[src/rtl/tlvd_pkg.sv]
// Shared types and constants for the sensor TLV decoder.
package tlvd_pkg;

  // Limits of one payload
  localparam int unsigned MAX_RECORDS     = 32;
  localparam int unsigned MAX_VALUE_BYTES = 8;

  localparam int unsigned VALUE_W     = 64;
  localparam int unsigned VALUE_LANES = VALUE_W / 8;
  localparam int unsigned COUNT_W     = 6;
  localparam int unsigned LEN_W       = 4;

  // Result queue depth; a byte can produce two results
  localparam int unsigned QUEUE_DEPTH = 4;
  localparam int unsigned QPTR_W      = $clog2(QUEUE_DEPTH);
  localparam int unsigned QCNT_W      = $clog2(QUEUE_DEPTH + 1);

  // Result kinds
  localparam logic KIND_RECORD = 1'b0;
  localparam logic KIND_STATUS = 1'b1;

  // Status codes
  localparam logic STATUS_OK  = 1'b0;
  localparam logic STATUS_ERR = 1'b1;

  // Parse phase
  typedef enum logic [1:0] {
    PH_TYPE,
    PH_HEADER,
    PH_VALUE
  } tlvd_phase_t;

  // One result beat
  typedef struct packed {
    logic               kind;
    logic [7:0]         sensor_type;
    logic [4:0]         sensor_index;
    logic [2:0]         format;
    logic [VALUE_W-1:0] value;
    logic [LEN_W-1:0]   value_bytes;
    logic [COUNT_W-1:0] record_count;
    logic               status;
    logic               last;
  } tlvd_result_t;

  // Results produced by one input beat, record first then status
  typedef struct packed {
    logic         rec_vld;
    logic         stat_vld;
    tlvd_result_t rec;
    tlvd_result_t stat;
  } tlvd_push_t;

endpackage

[src/rtl/tlvd_parse.sv]
// Byte parser: holds the record state and builds record and status results.
module tlvd_parse
  import tlvd_pkg::*;
(
  input  logic        clk,
  input  logic        rst_n,
  input  logic        in_fire,
  input  logic [7:0]  in_data_byte,
  input  logic        in_last_byte,
  input  logic        cfg_fire,
  input  logic [31:0] cfg_format_lengths,
  output tlvd_push_t  push
);

  tlvd_phase_t        phase_r, phase_nxt;
  logic [7:0]         held_type_r, held_type_nxt;
  logic [2:0]         held_format_r, held_format_nxt;
  logic [4:0]         held_index_r, held_index_nxt;
  logic [LEN_W-1:0]   held_len_r, held_len_nxt;
  logic [VALUE_W-1:0] acc_r, acc_nxt;
  logic [LEN_W-1:0]   bytes_rem_r, bytes_rem_nxt;
  logic [COUNT_W-1:0] records_done_r, records_done_nxt;
  logic               error_seen_r, error_seen_nxt;
  logic [31:0]        fmt_len_r;

  logic               active;
  logic [2:0]         hdr_fmt;
  logic [LEN_W-1:0]   hdr_len;
  logic               limit_hit;
  logic               len_bad;
  logic               take_hdr;
  logic               hdr_err;
  logic               hdr_ok;
  logic               take_val;
  logic [LEN_W-1:0]   rem_dec;
  logic [2:0]         val_pos;
  logic [VALUE_W-1:0] acc_ins;
  logic               rec_done;
  logic               trunc;
  logic [COUNT_W-1:0] count_inc;

  // Decode of the current beat
  assign active    = in_fire && !error_seen_r;
  assign hdr_fmt   = in_data_byte[7:5];
  assign hdr_len   = fmt_len_r[{hdr_fmt, 2'b00} +: LEN_W];
  assign limit_hit = records_done_r >= COUNT_W'(MAX_RECORDS);
  assign len_bad   = hdr_len > LEN_W'(MAX_VALUE_BYTES);
  assign take_hdr  = active && (phase_r == PH_HEADER);
  assign hdr_err   = take_hdr && (limit_hit || len_bad);
  assign hdr_ok    = take_hdr && !limit_hit && !len_bad;
  assign take_val  = active && (phase_r == PH_VALUE);
  assign rem_dec   = bytes_rem_r - LEN_W'(1);
  assign val_pos   = 3'(held_len_r - bytes_rem_r);
  assign count_inc = records_done_r + COUNT_W'(1);

  assign rec_done = (hdr_ok && (hdr_len == '0)) || (take_val && (rem_dec == '0));
  // final beat leaves a value open
  assign trunc = in_last_byte &&
                 ((hdr_ok && (hdr_len != '0)) || (take_val && (rem_dec != '0)));

  // Drop the byte into its lane of the value
  always_comb begin
    acc_ins = acc_r;
    for (int i = 0; i < VALUE_LANES; i++) begin
      if (val_pos == 3'(i)) begin
        acc_ins[i*8 +: 8] = acc_r[i*8 +: 8] | in_data_byte;
      end
    end
  end

  // Next state
  always_comb begin
    phase_nxt        = phase_r;
    held_type_nxt    = held_type_r;
    held_format_nxt  = held_format_r;
    held_index_nxt   = held_index_r;
    held_len_nxt     = held_len_r;
    acc_nxt          = acc_r;
    bytes_rem_nxt    = bytes_rem_r;
    records_done_nxt = records_done_r;
    error_seen_nxt   = error_seen_r;
    if (active) begin
      case (phase_r)
        PH_TYPE: begin
          held_type_nxt = in_data_byte;
          phase_nxt     = PH_HEADER;
        end
        PH_HEADER: begin
          if (limit_hit) begin
            error_seen_nxt = 1'b1;
          end else begin
            held_format_nxt = hdr_fmt;
            held_index_nxt  = in_data_byte[4:0];
            if (len_bad) begin
              error_seen_nxt = 1'b1;
            end else begin
              held_len_nxt  = hdr_len;
              bytes_rem_nxt = hdr_len;
              acc_nxt       = '0;
              phase_nxt     = (hdr_len == '0) ? PH_TYPE : PH_VALUE;
            end
          end
        end
        PH_VALUE: begin
          acc_nxt       = acc_ins;
          bytes_rem_nxt = rem_dec;
          if (rem_dec == '0) begin
            phase_nxt = PH_TYPE;
          end
        end
        default: begin
          phase_nxt = PH_TYPE;
        end
      endcase
      if (rec_done) begin
        records_done_nxt = count_inc;
      end
    end
    // end of payload clears everything but the config
    if (in_fire && in_last_byte) begin
      phase_nxt        = PH_TYPE;
      held_type_nxt    = '0;
      held_format_nxt  = '0;
      held_index_nxt   = '0;
      held_len_nxt     = '0;
      acc_nxt          = '0;
      bytes_rem_nxt    = '0;
      records_done_nxt = '0;
      error_seen_nxt   = 1'b0;
    end
  end

  // Result beats
  always_comb begin
    push.rec_vld           = rec_done;
    push.rec.kind          = KIND_RECORD;
    push.rec.sensor_type   = held_type_r;
    push.rec.sensor_index  = take_hdr ? in_data_byte[4:0] : held_index_r;
    push.rec.format        = take_hdr ? hdr_fmt : held_format_r;
    push.rec.value         = take_hdr ? '0 : acc_ins;
    push.rec.value_bytes   = take_hdr ? hdr_len : held_len_r;
    push.rec.record_count  = count_inc;
    push.rec.status        = STATUS_OK;
    push.rec.last          = 1'b0;

    push.stat_vld          = in_fire && in_last_byte;
    push.stat.kind         = KIND_STATUS;
    push.stat.sensor_type  = '0;
    push.stat.sensor_index = '0;
    push.stat.format       = '0;
    push.stat.value        = '0;
    push.stat.value_bytes  = '0;
    push.stat.record_count = rec_done ? count_inc : records_done_r;
    push.stat.status       = (error_seen_r || hdr_err || trunc) ? STATUS_ERR : STATUS_OK;
    push.stat.last         = 1'b1;
  end

  // State registers
  always_ff @(posedge clk) begin
    if (!rst_n) begin
      phase_r        <= PH_TYPE;
      held_type_r    <= '0;
      held_format_r  <= '0;
      held_index_r   <= '0;
      held_len_r     <= '0;
      acc_r          <= '0;
      bytes_rem_r    <= '0;
      records_done_r <= '0;
      error_seen_r   <= 1'b0;
      fmt_len_r      <= '0;
    end else begin
      phase_r        <= phase_nxt;
      held_type_r    <= held_type_nxt;
      held_format_r  <= held_format_nxt;
      held_index_r   <= held_index_nxt;
      held_len_r     <= held_len_nxt;
      acc_r          <= acc_nxt;
      bytes_rem_r    <= bytes_rem_nxt;
      records_done_r <= records_done_nxt;
      error_seen_r   <= error_seen_nxt;
      if (cfg_fire) begin
        fmt_len_r <= cfg_format_lengths;
      end
    end
  end

  // Checks
  a_val_phase_len: assert property (@(posedge clk) disable iff (!rst_n)
    (phase_r == PH_VALUE) |-> (bytes_rem_r != '0 && bytes_rem_r <= held_len_r))
    else $error("value phase with bad remaining byte count");
  a_count_limit: assert property (@(posedge clk) disable iff (!rst_n)
    records_done_r <= COUNT_W'(MAX_RECORDS))
    else $error("record count beyond limit");
  a_clear_after_last: assert property (@(posedge clk) disable iff (!rst_n)
    (in_fire && in_last_byte) |=> (phase_r == PH_TYPE && records_done_r == '0 && !error_seen_r))
    else $error("payload state not cleared after final beat");

endmodule

[src/rtl/tlvd_queue.sv]
// Result queue: takes up to two results per cycle and hands out one per beat.
module tlvd_queue
  import tlvd_pkg::*;
(
  input  logic         clk,
  input  logic         rst_n,
  input  tlvd_push_t   push,
  output logic         room,
  output logic         out_valid,
  input  logic         out_ready,
  output tlvd_result_t out_res
);

  tlvd_result_t      mem_r [QUEUE_DEPTH];
  logic [QPTR_W-1:0] wr_ptr_r, wr_ptr_nxt;
  logic [QPTR_W-1:0] rd_ptr_r, rd_ptr_nxt;
  logic [QCNT_W-1:0] count_r, count_nxt;
  logic              pop;
  logic [1:0]        n_push;

  // Space for a two-result beat
  assign room      = count_r <= QCNT_W'(QUEUE_DEPTH - 2);
  assign out_valid = count_r != '0;
  assign out_res   = mem_r[rd_ptr_r];
  assign pop       = out_valid && out_ready;
  assign n_push    = {1'b0, push.rec_vld} + {1'b0, push.stat_vld};

  // Pointer and fill update
  always_comb begin
    wr_ptr_nxt = wr_ptr_r + QPTR_W'(n_push);
    rd_ptr_nxt = rd_ptr_r + QPTR_W'(pop);
    count_nxt  = count_r + QCNT_W'(n_push) - QCNT_W'(pop);
  end

  // Storage, record ahead of status
  always_ff @(posedge clk) begin
    if (push.rec_vld) begin
      mem_r[wr_ptr_r] <= push.rec;
      if (push.stat_vld) begin
        mem_r[wr_ptr_r + QPTR_W'(1)] <= push.stat;
      end
    end else if (push.stat_vld) begin
      mem_r[wr_ptr_r] <= push.stat;
    end
  end

  always_ff @(posedge clk) begin
    if (!rst_n) begin
      wr_ptr_r <= '0;
      rd_ptr_r <= '0;
      count_r  <= '0;
    end else begin
      wr_ptr_r <= wr_ptr_nxt;
      rd_ptr_r <= rd_ptr_nxt;
      count_r  <= count_nxt;
    end
  end

  // Checks
  a_no_overflow: assert property (@(posedge clk) disable iff (!rst_n)
    count_r <= QCNT_W'(QUEUE_DEPTH))
    else $error("result queue overflow");
  a_push_room: assert property (@(posedge clk) disable iff (!rst_n)
    (push.rec_vld || push.stat_vld) |-> room)
    else $error("push without room");
  a_ptr_gap: assert property (@(posedge clk) disable iff (!rst_n)
    QPTR_W'(wr_ptr_r - rd_ptr_r) == QPTR_W'(count_r))
    else $error("queue pointers disagree with fill count");

endmodule

[src/rtl/sensor_tlv_decoder.sv]
// Top level of the sensor TLV decoder: byte parser and result queue.
//
// Accepts one payload byte per cycle and answers each completed record with a
// record beat, and the final byte of a payload with a status beat (record count
// and error flag) that follows any record finished on that same byte. A byte
// is parsed in the cycle of its beat against the held record state; results go
// into a four-entry queue whose head drives the out_ ports, so the earliest
// result shows in the cycle after its byte. The input takes a byte whenever the
// queue has two free entries, which gives one byte per cycle while the output
// drains; only a final byte that also ends a record adds a second result.
// The length table register is always ready; writing it between payloads is up to the user.
module sensor_tlv_decoder
  import tlvd_pkg::*;
(
  input  logic               clk,
  input  logic               rst_n,
  input  logic               in_valid,
  output logic               in_ready,
  input  logic [7:0]         in_data_byte,
  input  logic               in_last_byte,
  output logic               out_valid,
  input  logic               out_ready,
  output logic               out_kind,
  output logic [7:0]         out_sensor_type,
  output logic [4:0]         out_sensor_index,
  output logic [2:0]         out_format,
  output logic [VALUE_W-1:0] out_value,
  output logic [LEN_W-1:0]   out_value_bytes,
  output logic [COUNT_W-1:0] out_record_count,
  output logic               out_status,
  output logic               out_last,
  input  logic               cfg_valid,
  output logic               cfg_ready,
  input  logic [31:0]        cfg_format_lengths
);

  tlvd_push_t   push;
  tlvd_result_t out_res;
  logic         room;
  logic         in_fire;
  logic         cfg_fire;

  assign in_ready  = room;
  assign in_fire   = in_valid && in_ready;
  assign cfg_ready = 1'b1;
  assign cfg_fire  = cfg_valid && cfg_ready;

  tlvd_parse u_parse (
    .clk                (clk),
    .rst_n              (rst_n),
    .in_fire            (in_fire),
    .in_data_byte       (in_data_byte),
    .in_last_byte       (in_last_byte),
    .cfg_fire           (cfg_fire),
    .cfg_format_lengths (cfg_format_lengths),
    .push               (push)
  );

  tlvd_queue u_queue (
    .clk       (clk),
    .rst_n     (rst_n),
    .push      (push),
    .room      (room),
    .out_valid (out_valid),
    .out_ready (out_ready),
    .out_res   (out_res)
  );

  // Result fields
  assign out_kind         = out_res.kind;
  assign out_sensor_type  = out_res.sensor_type;
  assign out_sensor_index = out_res.sensor_index;
  assign out_format       = out_res.format;
  assign out_value        = out_res.value;
  assign out_value_bytes  = out_res.value_bytes;
  assign out_record_count = out_res.record_count;
  assign out_status       = out_res.status;
  assign out_last         = out_res.last;

endmodule
[config.mk]
export PLATFORM = sky130hd
export DESIGN_NAME = sensor_tlv_decoder
export DESIGN_NICKNAME = d
export VERILOG_FILES = /design/src/rtl/tlvd_pkg.sv /design/src/rtl/tlvd_parse.sv /design/src/rtl/tlvd_queue.sv /design/src/rtl/sensor_tlv_decoder.sv
export SDC_FILE = /design/constraint.sdc
export NUM_CORES = 1
export LEC_CHECK = 0
export ABC_AREA = 1
export BUFFER_PORTS_ARGS = -buffer_cell sky130_fd_sc_hd__buf_4
export CORE_MARGIN = 3
export CORE_UTILIZATION = 55
export CTS_BUF_LIST = sky130_fd_sc_hd__clkbuf_8
export DETAILED_ROUTE_END_ITERATION = 8
export PLACE_DENSITY = 0.75
export REMOVE_ABC_BUFFERS = 1
export SYNTH_ARGS = -nofsm -noshare
export SYNTH_HDL_FRONTEND = slang
export SYNTH_SLANG_ARGS = --single-unit
[constraint.sdc]
create_clock -name clk -period 6.84 [get_ports clk]
set_input_delay 0.684 -clock clk [delete_from_list [all_inputs] [get_ports clk]]
set_output_delay 0.684 -clock clk [all_outputs]
set_load 0.02 [all_outputs]
* After elaboration in Yosys (flattened, before gate mapping) *
Memories as Yosys holds them, arrays and structs flattened. A register that Yosys moved wholly into a read port is not among the register bits.
Cells that the tools add are included.

word-level totals
  bits of input ports = 46
  logic and storage cells = 125
  RAM bits = 372
  memories = 1
  register bits = 136
  output and inout bits = 96

memories
  name           words  width  rd ports  clocked after memory_dff  wr ports  RTL line          text
  u_queue.mem_r  4      93     1         1                         2         tlvd_queue.sv:14  tlvd_result_t mem_r [QUEUE_DEPTH];

operators by class
  shift operators = 1
  reduce and logical (&&, ||, !) cells = 38
  $lt $le $gt $ge = 3
  equal/unequal tests = 12
  bitwise logic cells = 12
  mux-type cells = 36
  add/sub/neg operators = 9

operators with widths
  cell                                                 number
  2-to-1 mux 64 bit                                    3
  one-hot mux 64 bit (2 select lines)                  1
  2-to-1 mux 93 bit                                    1
  2-to-1 mux 8 bit                                     8
  bitwise OR 8 bit                                     8
  variable part select 32 x 6 -> 4 bit                 1
  logical AND 1 bit                                    14
  equality test 3 bit, second input constant           4
  2-to-1 mux 4 bit                                     3
  AND reduction 4 bit                                  3
  2-to-1 mux 1 bit                                     10
  2-to-1 mux 2 bit                                     5
  zero test 4 bit                                      2
  one-hot mux 4 bit (2 select lines)                   1
  nonzero test 4 bit                                   2
  adder 6 x 1 -> 6 bit, second input constant          1
  equality test 3 x 2 -> 1 bit, second input constant  2
  >= comparator 6 bit, second input constant           1
  2-to-1 mux 6 bit                                     1
  inequality test 2 bit, second input constant         3
  one-hot mux 2 bit (3 select lines)                   1
  AND reduction 3 bit                                  2
  logical OR 1 bit                                     5
  2-to-1 mux 5 bit                                     1
  other kinds (23)                                     28

* Longest topological paths before layout *
Gate-level depths: netlist (run 1).

  depth in word-level cells = 12
  depth in mapped cells = 19
  mapped depth without buffers = 17

* Cells and area by module *
Synthesis (run 1) repeated with hierarchy kept, for this count alone.

unflattened totals
  cells, all modules = 3208
  area total of the unflattened synthesis = 26369.0 um^2

modules (own cells, without submodules)
  module              area an instance (um^2)  times used  sequential area each (um^2)  cells each
  tlvd_queue          19054.5                  1           11310.8                      2084
  tlvd_parse          7295.7                   1           2582.5                       1120
  sensor_tlv_decoder  18.8                     1           0.0                          4

* Worst setup path before layout (run 1) *
No wires, ideal clock.

  path kind = input port to flip-flop
  start = input port in_data_byte[5]
  end = memory u_queue.mem_r[3][1] in the netlist's numbering, enable pin
  arrival time = 3.043 ns
  setup slack = 3.474 ns
  stages = 18
  library setup time = 0.324 ns
  buffers on the path = 4
  required time = 6.516 ns
  path through = inv_2 > buf_6 > nand2_1 > nand3_1 > nand3_1 > nand2_2 > nand2_2 > nor2_4 > nand2_4 > nand2_4 > buf_8 > inv_2 > ha_1 > nor3_4 > clkinv_1 > buf_2 > clkbuf_1 > nand2_1

RTL lines
  item         RTL line                  text
  from (decl)  sensor_tlv_decoder.sv:19  input logic [7:0] in_data_byte,
  to (decl)    tlvd_queue.sv:14

==> results.md, run 1 <==
- After technology mapping, the gate count stands at 2,711.
- The first global-routing pass estimated 96,100 um of wire.
- The worst-case reg-to-reg path depth is 10.
- For this design the static power due to leakage is 10.3 nW.
- The signed area change from the synthesized netlist to the final layout is 11.6%.
- The wire length per cell after detailed routing is 18.2 um.
- The count of antenna diodes in the layout is 0.
- The count of nets left with antenna violations once routing finished came out at 0.
- After synthesis, the cell types taking the most area are sky130_fd_sc_hd__dfxtp_1 (45%), sky130_fd_sc_hd__a21oi_1 (8.5%), sky130_fd_sc_hd__o22ai_1 (7.6%).
- Headroom to the max-slew limit came out at 0.118.
- The depth of the worst hold-timing path is 3.
- Wire segments on met3 add up to 4170 um in the final route.
- Of all cell types, the one taking the most synthesized area is sky130_fd_sc_hd__dfxtp_1.
- The worst flop-to-flop path endpoint is u_queue.mem_r[0][48].
- The count of non-filler cells in the finished layout is 3,308.
- The all-layer global routing usage is 0.282.
- The register-to-register path setup slack is 2200 ps.
- The overall die area is 41,200 um^2.
- After filler insertion, the fill cell instance count of the layout stands at 3,286.
- The core outline area is 37,900 um^2.
- The setup TNS is 0 ps.
- STA classifies the critical path endpoint as a flip-flop.
- For the pin with the worst max-slew slack, the measured transition is about 1300 ps.
- Timing would allow up to 216 MHz.
- A synthesized cell averages 7.88 um^2.
- The async set or reset register ratio after synthesis is 0.
- The starting DRC count in detailed routing is between 1,500 and 2,000.
- The number of global-route vias before repair is 18,714.
- After clock tree synthesis, the clock-pin slew on the worst setup and hold paths is 60 ps.
- The warning count from the yosys run is 0.
- The maximum level of the CTS H-tree is 3.
- The largest single stage delay on the critical path is between 800 and 900 ps.
- The x dimension of the die is 203 um.
- The highest metal layer with signal wires is met4.
- The detailed-route vias per instance is approximately 6.
- Summing internal, switching and leakage power gives 0.00978 W.
- Yosys mapped a number of flops with a built-in enable equal to 28.
- The signal on the critical path passes through inv_1 > ha_4 > nand3_1 > nand2_4 > ha_1 > inv_1 > nor3_2 > or2_4 > buf_4 > o22ai_1.
- The hold violation total from the final report is 0.
- Entering global routing, the biggest net connects 122 pins.
- The worst register-to-register path begins at u_parse.phase_r[0].
- Summing all multi-input logic gate instances after layout gives 8870 um^2.
- The netlist area before placement is 21,400 um^2.
- The number of setup violations in the final report is 0.
- The die height is 203 um.
- The endpoint required time on the critical path is 7290 ps.
- On the critical path, the stage with the largest delay is an instance of sky130_fd_sc_hd__or2_4.
- The net count of the finished layout is ~2,800.
- The worst hold path belongs to the class in2reg.
- The worst path needs ~4600 ps of the cycle, external delays included.
- Post-CTS repair changed the size of 0 cells.
- The flow ran to the end, and the final reports show no timing, DRC or antenna violations.
- The proportion of synthesized chip area in sequential cells is 0.485.
- The category of the most critical setup path is reg2reg.
- The count of final max-slew check failures is 0.
- The overall overflow remaining after global route is 0.
- Setup repair after global routing left no endpoint under its margin.
- The number of antenna violations at the first check in global routing is 0.
- The signal arrival time at the worst endpoint is 5080 ps.
- The wire length after detailed routing is approximately 60,000 um.
- The clock latency of the later-clocked register in the worst-skew pair is 640 ps.
- In this run the tool buffered the top-level ports with 140 buffer cells.
- The longest clock path from root to sink contains 3 buffers.
- The clock tree from TritonCTS is done.
- The total number of placement rows is 71.
- The starting density of the core is 0.563.
- The total iterations of the first detailed-routing run is 5.
- The maximum fanout count along the critical path is 72.
- The number of CTS-inserted buffers is 80.
- The category of the worst setup path launch point is a flip-flop.
- The max-cap check violation count is 0.
- The HPWL after detailed placement is 34,400 um.
- In the final layout, the share of cells above drive strength 1 is 0.127.
- The startpoint identified for the worst hold timing path is cfg_format_lengths[16].
- Buffers added to address setup during post-CTS repair amount to 0.
- The share of Yosys cell area claimed by the top area cell type is 0.446.
- The sequential cell area is 10,400 um^2.
- 142 I/O pins were placed.
- The met2 wirelength from detailed routing is slightly below 30,000 um.
- The final period utilization is 0.678.
- The hold buffer count at cts is 0.
- The number of design rule violations left after detail routing is 0.
- The cell that appears most often on the critical path is sky130_fd_sc_hd__inv_1.
- Power spread over the standard cell area amounts to 410 nW/um^2.
- The most used flip-flop cell after synthesis is sky130_fd_sc_hd__dfxtp_1.
- The root buffer cell is sky130_fd_sc_hd__clkbuf_8.
- The worst vdd rail ir drop is between 0.0002 and 0.00025 V.
- For the final database, setup skew stands at 22.9 ps.
- The worst-case hold path end point is u_parse.fmt_len_r[16].
- Detailed routing inserted a total of 19,500 vias.
- The length of routed wiring on met1 is 25,300 um.
- Once placement completed, the tool counted placed cells totaling about 3,200.
- The congestion estimate from routability-driven global placement came to 0.863.
- The flop and latch count out of synthesis is 504.
- The clock sink count is between 500 and 600.
- The number of distinct library cells after synthesis is 41.
==> registers in the layout, summed over array words and instances, names as in the netlist <==
name	cells
u_parse.acc_r	64
u_parse.fmt_len_r	32
u_parse.held_type_r	8
u_parse.held_index_r	5
u_parse.held_format_r	3
u_queue.count_r	3
u_parse.held_len_r	4
u_parse.phase_r	2
u_parse.records_done_r	6
u_parse.error_seen_r	1
u_queue.wr_ptr_r	2
u_queue.rd_ptr_r	2
u_parse.bytes_rem_r	4
u_queue.mem_r	368
==> where the power goes <==
group | switching (W) | leakage, nW | internal (W)
Clock | 0.00115 | 0.879 | 0.00125
Combinational | 0.00228 | 5.33 | 0.00119
Sequential | 0.000311 | 4.13 | 0.00359
Total | 0.00374 | 10.3 | 0.00604
==> area by class of cell <==
type                            count  area share
Inverter                          344      0.0547
Tap cell                          511      0.0268
Timing Repair Buffer              157      0.0499
Multi-Input combinational cell   1656       0.372
Clock buffer                       95      0.0548
Sequential cell                   504       0.435
Clock inverter                     41     0.00719
==> how the worst max path moves through the flow <==
stage                   startpoint                   end  slack (ps)
2_1_floorplan  u_queue.rd_ptr_r[0]         out_format[0]       -1300
3_3_place_gp       in_data_byte[5]  u_queue.mem_r[0][56]        2310
3_5_place_dp       in_data_byte[5]  u_queue.mem_r[0][38]        2190
5_1_grt         u_parse.phase_r[0]  u_queue.mem_r[0][37]        1920
4_1_cts         u_parse.phase_r[0]  u_queue.mem_r[0][25]        2270
6_report        u_parse.phase_r[0]  u_queue.mem_r[0][48]        2200
==> synth_stat cells, drive strengths merged, types with 2 or more instances <==
library cell and n:
clkinv 9, ha 16, o22ai 260, inv 335, fa 2, edfxtp 28
nand2 372, o21ai 247, a211oi 2, a22oi 11, clkbuf 136, o21bai 64
buf 71, nor2 53, dfxtp 476, a21oi 384, nor3 5, nand3 223
xor2 7, or2 4
==> worst max-delay path, delay by kind of cell (launching register included) <==
| kind | cells | cell delay (ps) |
|---|---|---|
| AOI/OAI and AO/OA | 1 | 130 |
| adders and majority gates | 2 | 1090 |
| buffers and inverters | 3 | 760 |
| DFF | 1 | 320 |
| and+or+nand+nor | 4 | 2120 |
==> cell families (layout without fill, tap and decap cells) <==
family | after synthesis | count (layout) | share of synthesized area
AOI/OAI and AO/OA | 970 | 970 | 0.255
xor gates and xnor gates | 8 | 8 | 0.00328
adders and majority gates | 18 | 18 | 0.0112
buffers and inverters | 551 | 637 | 0.103
DFF | 504 | 504 | 0.485
other | 1 | 1 | 0.000176
and+or+nand+nor | 659 | 659 | 0.141
==> placed cells by master (no fill, tap or decap), drive strengths merged <==
master	netlist	layout
inv	335	369
nand4	1	1
o21bai	64	64
clkinv	9	13
a211oi	2	2
nand3	223	223
nand2	372	372
a32oi	1	1
clkbuf	136	95
and3	1	1
conb	1	1
o22ai	260	260
a21boi	1	1
nor2	53	53
clkinvlp	0	3
nor3	5	5
xnor2	1	1
buf	71	157
or2	4	4
a22oi	11	11
fa	2	2
ha	16	16
dfxtp	476	476
xor2	7	7
o21ai	247	247
a21oi	384	384
edfxtp	28	28
==> metrics by stage <==
step / util / hold slack, ps / setup slack, ps / area, um^2
floorplan: - / 422 / -1300 / 20500
global placement: 0.590 / 438 / 2310 / 22400
detailed placement: 0.590 / 439 / 2190 / 22400
CTS: 0.629 / 253 / 2270 / 23900
global route: 0.629 / 269 / 1920 / 23900
finish: 0.629 / 283 / 2200 / 23900
==> routing by layer <==
layer  GRT usage  vias to the layer above
met5           0                        -
met1       0.365                     9216
met2       0.474                      839
met3      0.0430                      159
li1            -                     9286
met4       0.118                        0
Power figures use the tool's default switching activity.
==> inputs of run 2 (changes only) <==
- ABC_AREA: 1 -> 0
- PLACE_DENSITY: 0.75 -> 0.76
- clock period: 6.84 -> 4.4 ns (I/O delays scaled with it)
==> run 2 against run 1 <==
Compared with the run above: first-iteration DRC count fell by 26%; sequential cell count stayed put; worst hold slack got worse by 210 ps; sequential power is 34% higher; highest routed layer unchanged; worst setup slack worse by 1500 ps; register-to-register slack got worse by 1500 ps; synthesized cell count fell by 34%.
==> results.md, run 2 <==
- The clock latency of the later-clocked register in the worst-skew pair is around 630 ps.
- The repair_antennas step left the layout with diodes totalling 0.
- The wire length after detailed routing is 53,700 um.
- The hold violation total from the final report is 0.
- The all-layer global routing usage is 0.272.
- The final core utilization is 0.646.
- The count of buffers added by post-CTS timing repair for setup is 0.
- The starting DRC count in detailed routing is approximately 1,400.
- The H-tree was split into 3 levels.
- Synthesis produced 1,799 cells.
- The actual transition at the worst max-transition pin is 1190 ps.
- The count of instances resized after the clock tree is built is 0.
- The wire-length estimate of the detail-placed layout is 31,600 um.
- At the worst endpoint, the arrival time is 4030 ps.
- The number of global-route vias before repair is 15,609.
- The initial utilization of the core area, before any placement, comes to 0.564.
- Setup repair after global routing left no endpoint under its margin.
- After synthesis, the share of flip-flops with an asynchronous set or reset is 0.
- The top cell type by total area after synthesis is sky130_fd_sc_hd__dfxtp_1.
- Summed over all cells, the static leakage comes to 9.15 nW.
- The count of final max-slew check failures came to 0.
- The synthesized design contains 504 register bits.
- The number of setup violations in the final report is 0.
- The floorplan step defined a die boundary enclosing slightly below 40,000 um^2.
- Of the available clock period, the critical path in the final layout requires 0.843.
- The signed area change from the synthesized netlist to the final layout is 14.6%.
- TritonCTS built the clock tree.
- The cell type with the highest occurrence count on the critical path is sky130_fd_sc_hd__ha_1.
- Of all nets on the critical path, the largest fanout is 85.
- Buffers placed on the I/O ports in this run total 140.
- For this run, the detailed router's first-pass iteration total came to 5.
- The remaining antenna violation count is 0.
- Sorting the synthesized cells by how often they occur yields sky130_fd_sc_hd__dfxtp_1 (476), sky130_fd_sc_hd__a22o_1 (336), sky130_fd_sc_hd__nor2_1 (177).
- The detailed-route via count is around 16,000.
- The share of Yosys cell area claimed by the top area cell type is 0.470.
- The root buffer cell is sky130_fd_sc_hd__clkbuf_8.
- The x dimension of the die is between 150 and 200 um.
- The slowest stage of the critical path is the sky130_fd_sc_hd__buf_4 cell.
- The worst pin sits at a relative slew slack of 0.207.
- The total number of placement rows is between 60 and 70.
- The largest registers in the layout are u_queue.mem_r x368, u_parse.acc_r x64, u_parse.fmt_len_r x32.
- The number of CTS-inserted buffers is 80.
- The worst-case reg-to-reg path depth is 12.
- After detailed routing, the number of remaining DRC violations is 0.
- The tree built by TritonCTS fans out to 504 sinks.
- The detailed-route vias per instance is about 6.5.
- The number of flops mapped to enable cells by yosys is 28.
- Together, buffers and inverters on the worst path number 3.
- Dividing the detail-routed wire length by the instance count gives 22.3 um.
- The final layout contains 1,954 nets.
- Of the synthesized area, sequential elements account for 0.511.
- The netlist area before placement is around 20,000 um^2.
- The congestion estimate from routability-driven global placement came to 0.884.
- Averaged over all synthesized cells, the footprint is around 11 um^2.
- In the global route stage, met1 resource usage came out at 0.371.
- The total power density per cell area is just over 500 nW/um^2.
- Of the total synthesized cell area, the portion taken by XOR and XNOR cells is 0.00475.
- The setup path with the least slack is of type reg2reg.
- Yosys attributes the largest share of cell area to sky130_fd_sc_hd__dfxtp_1 (47%), sky130_fd_sc_hd__a22o_1 (14%), sky130_fd_sc_hd__mux4_2 (11%).
- The number of antenna violations at the first check in global routing is 0.
- Before CTS, the worst setup slack after placement is 403 ps.
- The largest register by flop count is u_queue.mem_r.
- The critical path goes through inv_1 > ha_1 > nand2_1 > o21ai_0 > o2bb2ai_1 > a32o_2 > inv_2 > ha_1 > and3b_2 > nor2_4 > buf_4 > o31ai_1.
- For met3 alone, demand over resource in global routing was 0.0592.
- Among all flip-flop cells after synthesis, the most frequent one is sky130_fd_sc_hd__dfxtp_1.
- The path type of the worst min-delay path is in2reg.
- met2 is the most crowded layer.
- The largest net degree at the start of global routing is between 80 and 90.
- The highest clock frequency the design can meet is roughly 270 MHz.
- In the final layout, the share of cells above drive strength 1 is 0.216.
- The minimum period implied by the final worst setup slack is 3710 ps.
- In the layout the commonest cells are sky130_fd_sc_hd__dfxtp_1 (474), sky130_fd_sc_hd__a22o_1 (336), sky130_fd_sc_hd__nor2_1 (173), sky130_fd_sc_hd__buf_4 (169), sky130_fd_sc_hd__a21oi_1 (114).
- The max-cap check violation count is 0.
- The run finished with clean final reports.
- Yosys printed 0 warnings.
- The endpoint type of the worst setup path is a flip-flop.
- The buffer levels on the longest clock path is 3.
- The register with the most flip-flops in the layout has 368 of them.
- Hold repair after CTS inserted 0 buffers.
- The category of the worst setup path launch point is a flip-flop.
- By instance count, the leading cell after synthesis is sky130_fd_sc_hd__dfxtp_1.
- After layout, the worst setup slack is 692 ps.
- The number of cells on the critical path is 12.
- In this run the standard cell core region covers 36,000 um^2.
- The global-route track usage on met2 is 0.428.
- From bottom edge to top edge, the die measures 198 um.
- The compound-gate portion of the synthesized area is 0.215.
- The main combinational cell family by area after synthesis is compound AO/OA/AOI/OAI gates.
- The setup clock skew after layout is 28.5 ps.
- Clock-pin slew was measured on the worst setup and hold paths at around 60 ps.
- The multiplexer fraction of the synthesized cell area is 0.135.
- Global routing finished with a remaining overflow of 0.
- The first global-routing pass estimated about 85,000 um of wire.
- The worst vdd rail ir drop is roughly 0.00025 V.
- On the critical path the largest part of the delay comes from buffers and inverters.
- Yosys mapped the design onto 61 distinct sky130hd cell types.
- The largest stage delay on the critical path is 890 ps.
- The number of top-level pins is 142.
- The depth of the worst hold-timing path is 3.
- Leaving out fill and tap cells, the most frequent cell in the layout is sky130_fd_sc_hd__dfxtp_1.
- The simple-gate area share of the yosys netlist is 0.0796.
- At the worst endpoint, the required time is roughly 4700 ps.
- Of the total synthesized cell area, the portion taken by full adders, half adders and majority gates is 0.0118.
[run 2: stage by stage]
step                power (W)  instance area [um^2]  hold WS (ps)  setup TNS (ps)  cells
floorplan             0.00700                 19500           418        -2406580   1628
finish                 0.0119                 23300          70.1               0   2408
global route           0.0123                 23300          52.4               0   2408
detailed placement    0.00798                 21700           442               0   2269
global placement      0.00792                 21700           428               0   2269
CTS                    0.0119                 23300          30.6               0   2408
[run 2: layout make-up]
type | count | area (um^2)
Clock buffer | 101 | 1390
Timing Repair Buffer | 180 | 1490
Fill cell | 2727 | 12700
Multi-Input combinational cell | 1099 | 9130
Clock inverter | 38 | 203
Sequential cell | 504 | 10400
Inverter | 25 | 93.8
Tap cell | 461 | 577
[run 2: path summary, 6_finish.rpt]
path,from,endpoint,slack (ps)
setup reg to reg,u_parse.bytes_rem_r[0],u_queue.mem_r[3][2],690
setup / recovery,u_parse.bytes_rem_r[0],u_queue.mem_r[3][2],690
hold reg to reg,u_queue.mem_r[0][0],u_queue.mem_r[0][0],450
hold / removal,cfg_format_lengths[24],u_parse.fmt_len_r[24],70
[run 2: worst min-delay path: cells and delay by family]
kind                   cells  cell delay (ps)
buffers and inverters      1               70
muxes                      1               50
and+or+nand+nor            1               90
[run 2: layer usage]
layer  up-vias  wire, um
li1       6955         -
met1      7743     22700
met2       740     24800
met3       134      4610
met4         0      1580
met5         -         0
[run 2: kinds of logic after synthesis]
logic type	count (synthesis)
flip-flops	504
AND/OR/NAND/NOR	351
buffers and inverters	196
XOR/XNOR	11
adder cells (fa/ha/maj)	18
multiplexers	148
other	1
AO/OA/AOI/OAI	570
[run 2: report_power, final]
| group | internal (W) | switching, W | total (W) |
|---|---|---|---|
| combinational | 0.00113 | 0.00151 | 0.00264 |
| clock | 0.00217 | 0.00181 | 0.00397 |
| sequential | 0.00498 | 0.000269 | 0.00525 |
| total | 0.00828 | 0.00358 | 0.0119 |
==> inputs of run 3 (changes only) <==
- clock period: 4.4 -> 3.5 ns (I/O delays scaled with it)
==> run 3 against run 2 <==
Compared with the run above: worst hold slack got worse by 38 ps; clock skew fell by 3.8 ps; sequential power rose by 26%; core utilization rose by 1.8 points; maximum frequency rose by 16%.
==> results.md, run 3 (synthesis results as in run 2) <==
- For the worst setup path, the data required time is 3830 ps.
- The number of top-level pins is between 100 and 150.
- The run finished with clean final reports.
- The path type of the worst min-delay path is in2reg.
- The cell type of the slowest stage on the worst timing path is sky130_fd_sc_hd__nor2_4.
- For the final routed database, the setup TNS stands at 0 ps.
- The die covers 39,200 um^2.
- The register-to-register path setup slack is 310 ps.
- The overall overflow remaining after global route is 0.
- For the finished layout, the period the worst path requires is about 3200 ps.
- The HPWL after detailed placement is 32,800 um.
- The worst pin sits at a relative slew slack of 0.531.
- The remaining antenna violation count is 0.
- The final period utilization is 0.911.
- The signal arrival time at the worst endpoint is 3520 ps.
- The worst-case hold slack is approximately 32 ps.
- After filler insertion, the fill cell instance count of the layout stands at 2,661.
- The largest net degree at the start of global routing is 69.
- The endpoint type of the worst setup path is a flip-flop.
- The clock latency of the later-clocked register in the worst-skew pair is between 600 and 700 ps.
- The buffer levels on the longest clock path is 3.
- In this run, CTS created clock tree buffers numbering 79.
- The largest register by flop count is u_queue.mem_r.
- The register with the most flip-flops in the layout has ~370 of them.
- Based on the critical path, the design can be clocked at up to 314 MHz.
- The worst setup path startpoint is u_parse.bytes_rem_r[1].
- Along the worst path, the maximum fanout reaches 20.
- The die height is 198 um.
- Detailed routing inserted a total of 15,728 vias.
- The worst flop-to-flop path endpoint is u_queue.mem_r[0][2].
- The number of cells on the worst reg-to-reg path is 13.
- The startpoint identified for the worst register-to-register timing path is u_parse.bytes_rem_r[1].
- After detailed routing, the number of vias per cell comes to 6.37.
- The net total in the final layout is 2,016.
- The beginning of the worst hold path is cfg_format_lengths[16].
- The clock sink count is 504.
- Compared with the post-synthesis result, the final layout area differs by 17.7%.
- Port buffering added 140 buffers.
- The all-layer global routing usage is 0.275.
- The largest stage delay on the critical path is 580 ps.
- For the pin with the worst max-slew slack, the measured transition is 702 ps.
- Setup repair after global routing left no endpoint under its margin.
- The max-cap check violation count is 0.
- The number of global-route vias before repair is 15,868.
- The final core utilization is 0.664.
- The repair_antennas step left the layout with diodes totalling 0.
- The total iterations of the first detailed-routing run is 5.
- After detailed routing, the average wire length per cell comes to 22.2 um.
- Setup violations remaining at the end of the flow were counted as 0.
- Following the worst setup path forward leads to its endpoint at u_queue.mem_r[0][2].
- The count of final max-slew check failures is 0.
- The first global-routing pass estimated 86,700 um of wire.
- The category of the most critical setup path is reg2reg.
- Leaving out fill and tap cells, the most frequent cell in the layout is sky130_fd_sc_hd__dfxtp_1.
- The number of antenna violations at the first check in global routing came to 1.
- Clock-pin slew was measured on the worst setup and hold paths at approximately 60 ps.
- The total power density per cell area is roughly 630 nW/um^2.
- The x dimension of the die is 198 um.
- The detailed router finished its first iteration with roughly 1,400 violations.
- The worst-case IR drop observed on VDD is 0.000305 V.
- After detailed placement, the design holds a cell count of 2,299.
- The largest registers in the layout are u_queue.mem_r x368, u_parse.acc_r x64, u_parse.fmt_len_r x32.
- The top cell types in the final layout, fill and taps aside, are sky130_fd_sc_hd__dfxtp_1 (473), sky130_fd_sc_hd__a22o_1 (336), sky130_fd_sc_hd__buf_4 (195), sky130_fd_sc_hd__nor2_1 (171), sky130_fd_sc_hd__a21oi_1 (114).
- The total number of placement rows is just under 70.
- The tree is rooted in a sky130_fd_sc_hd__clkbuf_8.
- The initial utilization of the core area, before any placement, comes to 0.564.
- The critical path goes through inv_1 > ha_1 > or2_2 > o21ai_0 > o2bb2ai_1 > a32o_2 > ha_2 > and3_1 > nor2_4 > inv_1 > buf_4 > nand2_1 > o32ai_1.
- Among the stages of the critical path, the cell type that occurs most often is sky130_fd_sc_hd__inv_1.
- The hold violation total from the final report is 0.
- The H-tree was split into 3 levels.
- The category of the worst setup path launch point is a flip-flop.
- The core outline area is roughly 36,000 um^2.
- Once layout is complete, the cells apart from fillers number around 2,500.
- TritonCTS built the clock tree.
- The analysis attributes to cell leakage a power of 9.44 nW.
- The global placement routability congestion is 0.877.
- In the final layout, the share of cells above drive strength 1 is 0.230.
- The wire length after detailed routing is 54,800 um.
- Clock skew on the completed layout was measured at 24.7 ps.
- In the routed design, unresolved DRC markers number 0.
## run 3: cell count changes in the layout (fill, tap and decap cells not counted), sizes merged
cell | before | now
clkinvlp | 0 | 2
clkbuf | 101 | 96
bufinv | 2 | 3
nor2 | 177 | 179
inv | 50 | 52
buf | 180 | 212
dlygate4sd3 | 0 | 29
clkinv | 11 | 10
## run 3: repair_timing
item / in CTS / in global routing
endpoints found under the setup margin: 0 / 104
endpoints found under the hold margin: 29 / 0
hold buffers: 29 / 0
buffers inserted: 0 / 2
resized for setup: 0 / 8
## run 3: through the flow
step                worst slack [ps]  power [W]  instance area [um^2]
floorplan                      -9100    0.00880                 19500
global placement                73.0     0.0100                 22000
detailed placement             -15.9     0.0101                 22000
CTS                              113     0.0151                 23800
global route                    5.25     0.0156                 23900
finish                           311     0.0150                 23900
## run 3: metal layers
| metal | wire length (um) | vias up | part of all wire | GRT usage |
|---|---|---|---|---|
| met3 | 4450 | 77 | 0.081 | 0.0592 |
| li1 | - | 7067 | - | - |
| met1 | 23200 | 7896 | 0.42 | 0.373 |
| met2 | 26200 | 688 | 0.48 | 0.445 |
| met5 | 0 | - | 0 | 0 |
| met4 | 923 | 0 | 0.017 | 0.0841 |
## run 3: power breakdown
| group | internal, W | leakage [nW] | switching (W) |
|---|---|---|---|
| registers | 0.00626 | 4.11 | 0.000369 |
| clock network | 0.00270 | 0.914 | 0.00229 |
| logic | 0.00151 | 4.42 | 0.00189 |
## run 3: worst min path at each step
stage,slack [ps],cells past startpoint,to
final,30,3,u_parse.fmt_len_r[16]
after global routing,7,3,u_parse.fmt_len_r[2]
after CTS,5,3,u_parse.fmt_len_r[2]
after detailed placement,440,2,u_queue.mem_r[0][0]
after global placement,430,2,u_queue.mem_r[0][0]
after floorplan,420,2,u_queue.mem_r[2][0]
## run 3: worst max-delay path, delay by kind of cell (launching register included)
kind,cells,cell delay [ps]
AOI/OAI and AO/OA,4,650
adders and majority gates,2,480
buffers and inverters,3,430
DFF,1,330
and+or+nand+nor,4,1000
## run 3: final cells by class
type	count	area, um^2	share of cell area
timing repair buffer	241	2090	0.0877
tap	461	577	0.0241
clock buffer	96	1320	0.0553
multi-input combinational	1101	9170	0.384
sequential	504	10400	0.434
inverter	25	93.8	0.00393
clock inverter	42	259	0.0108
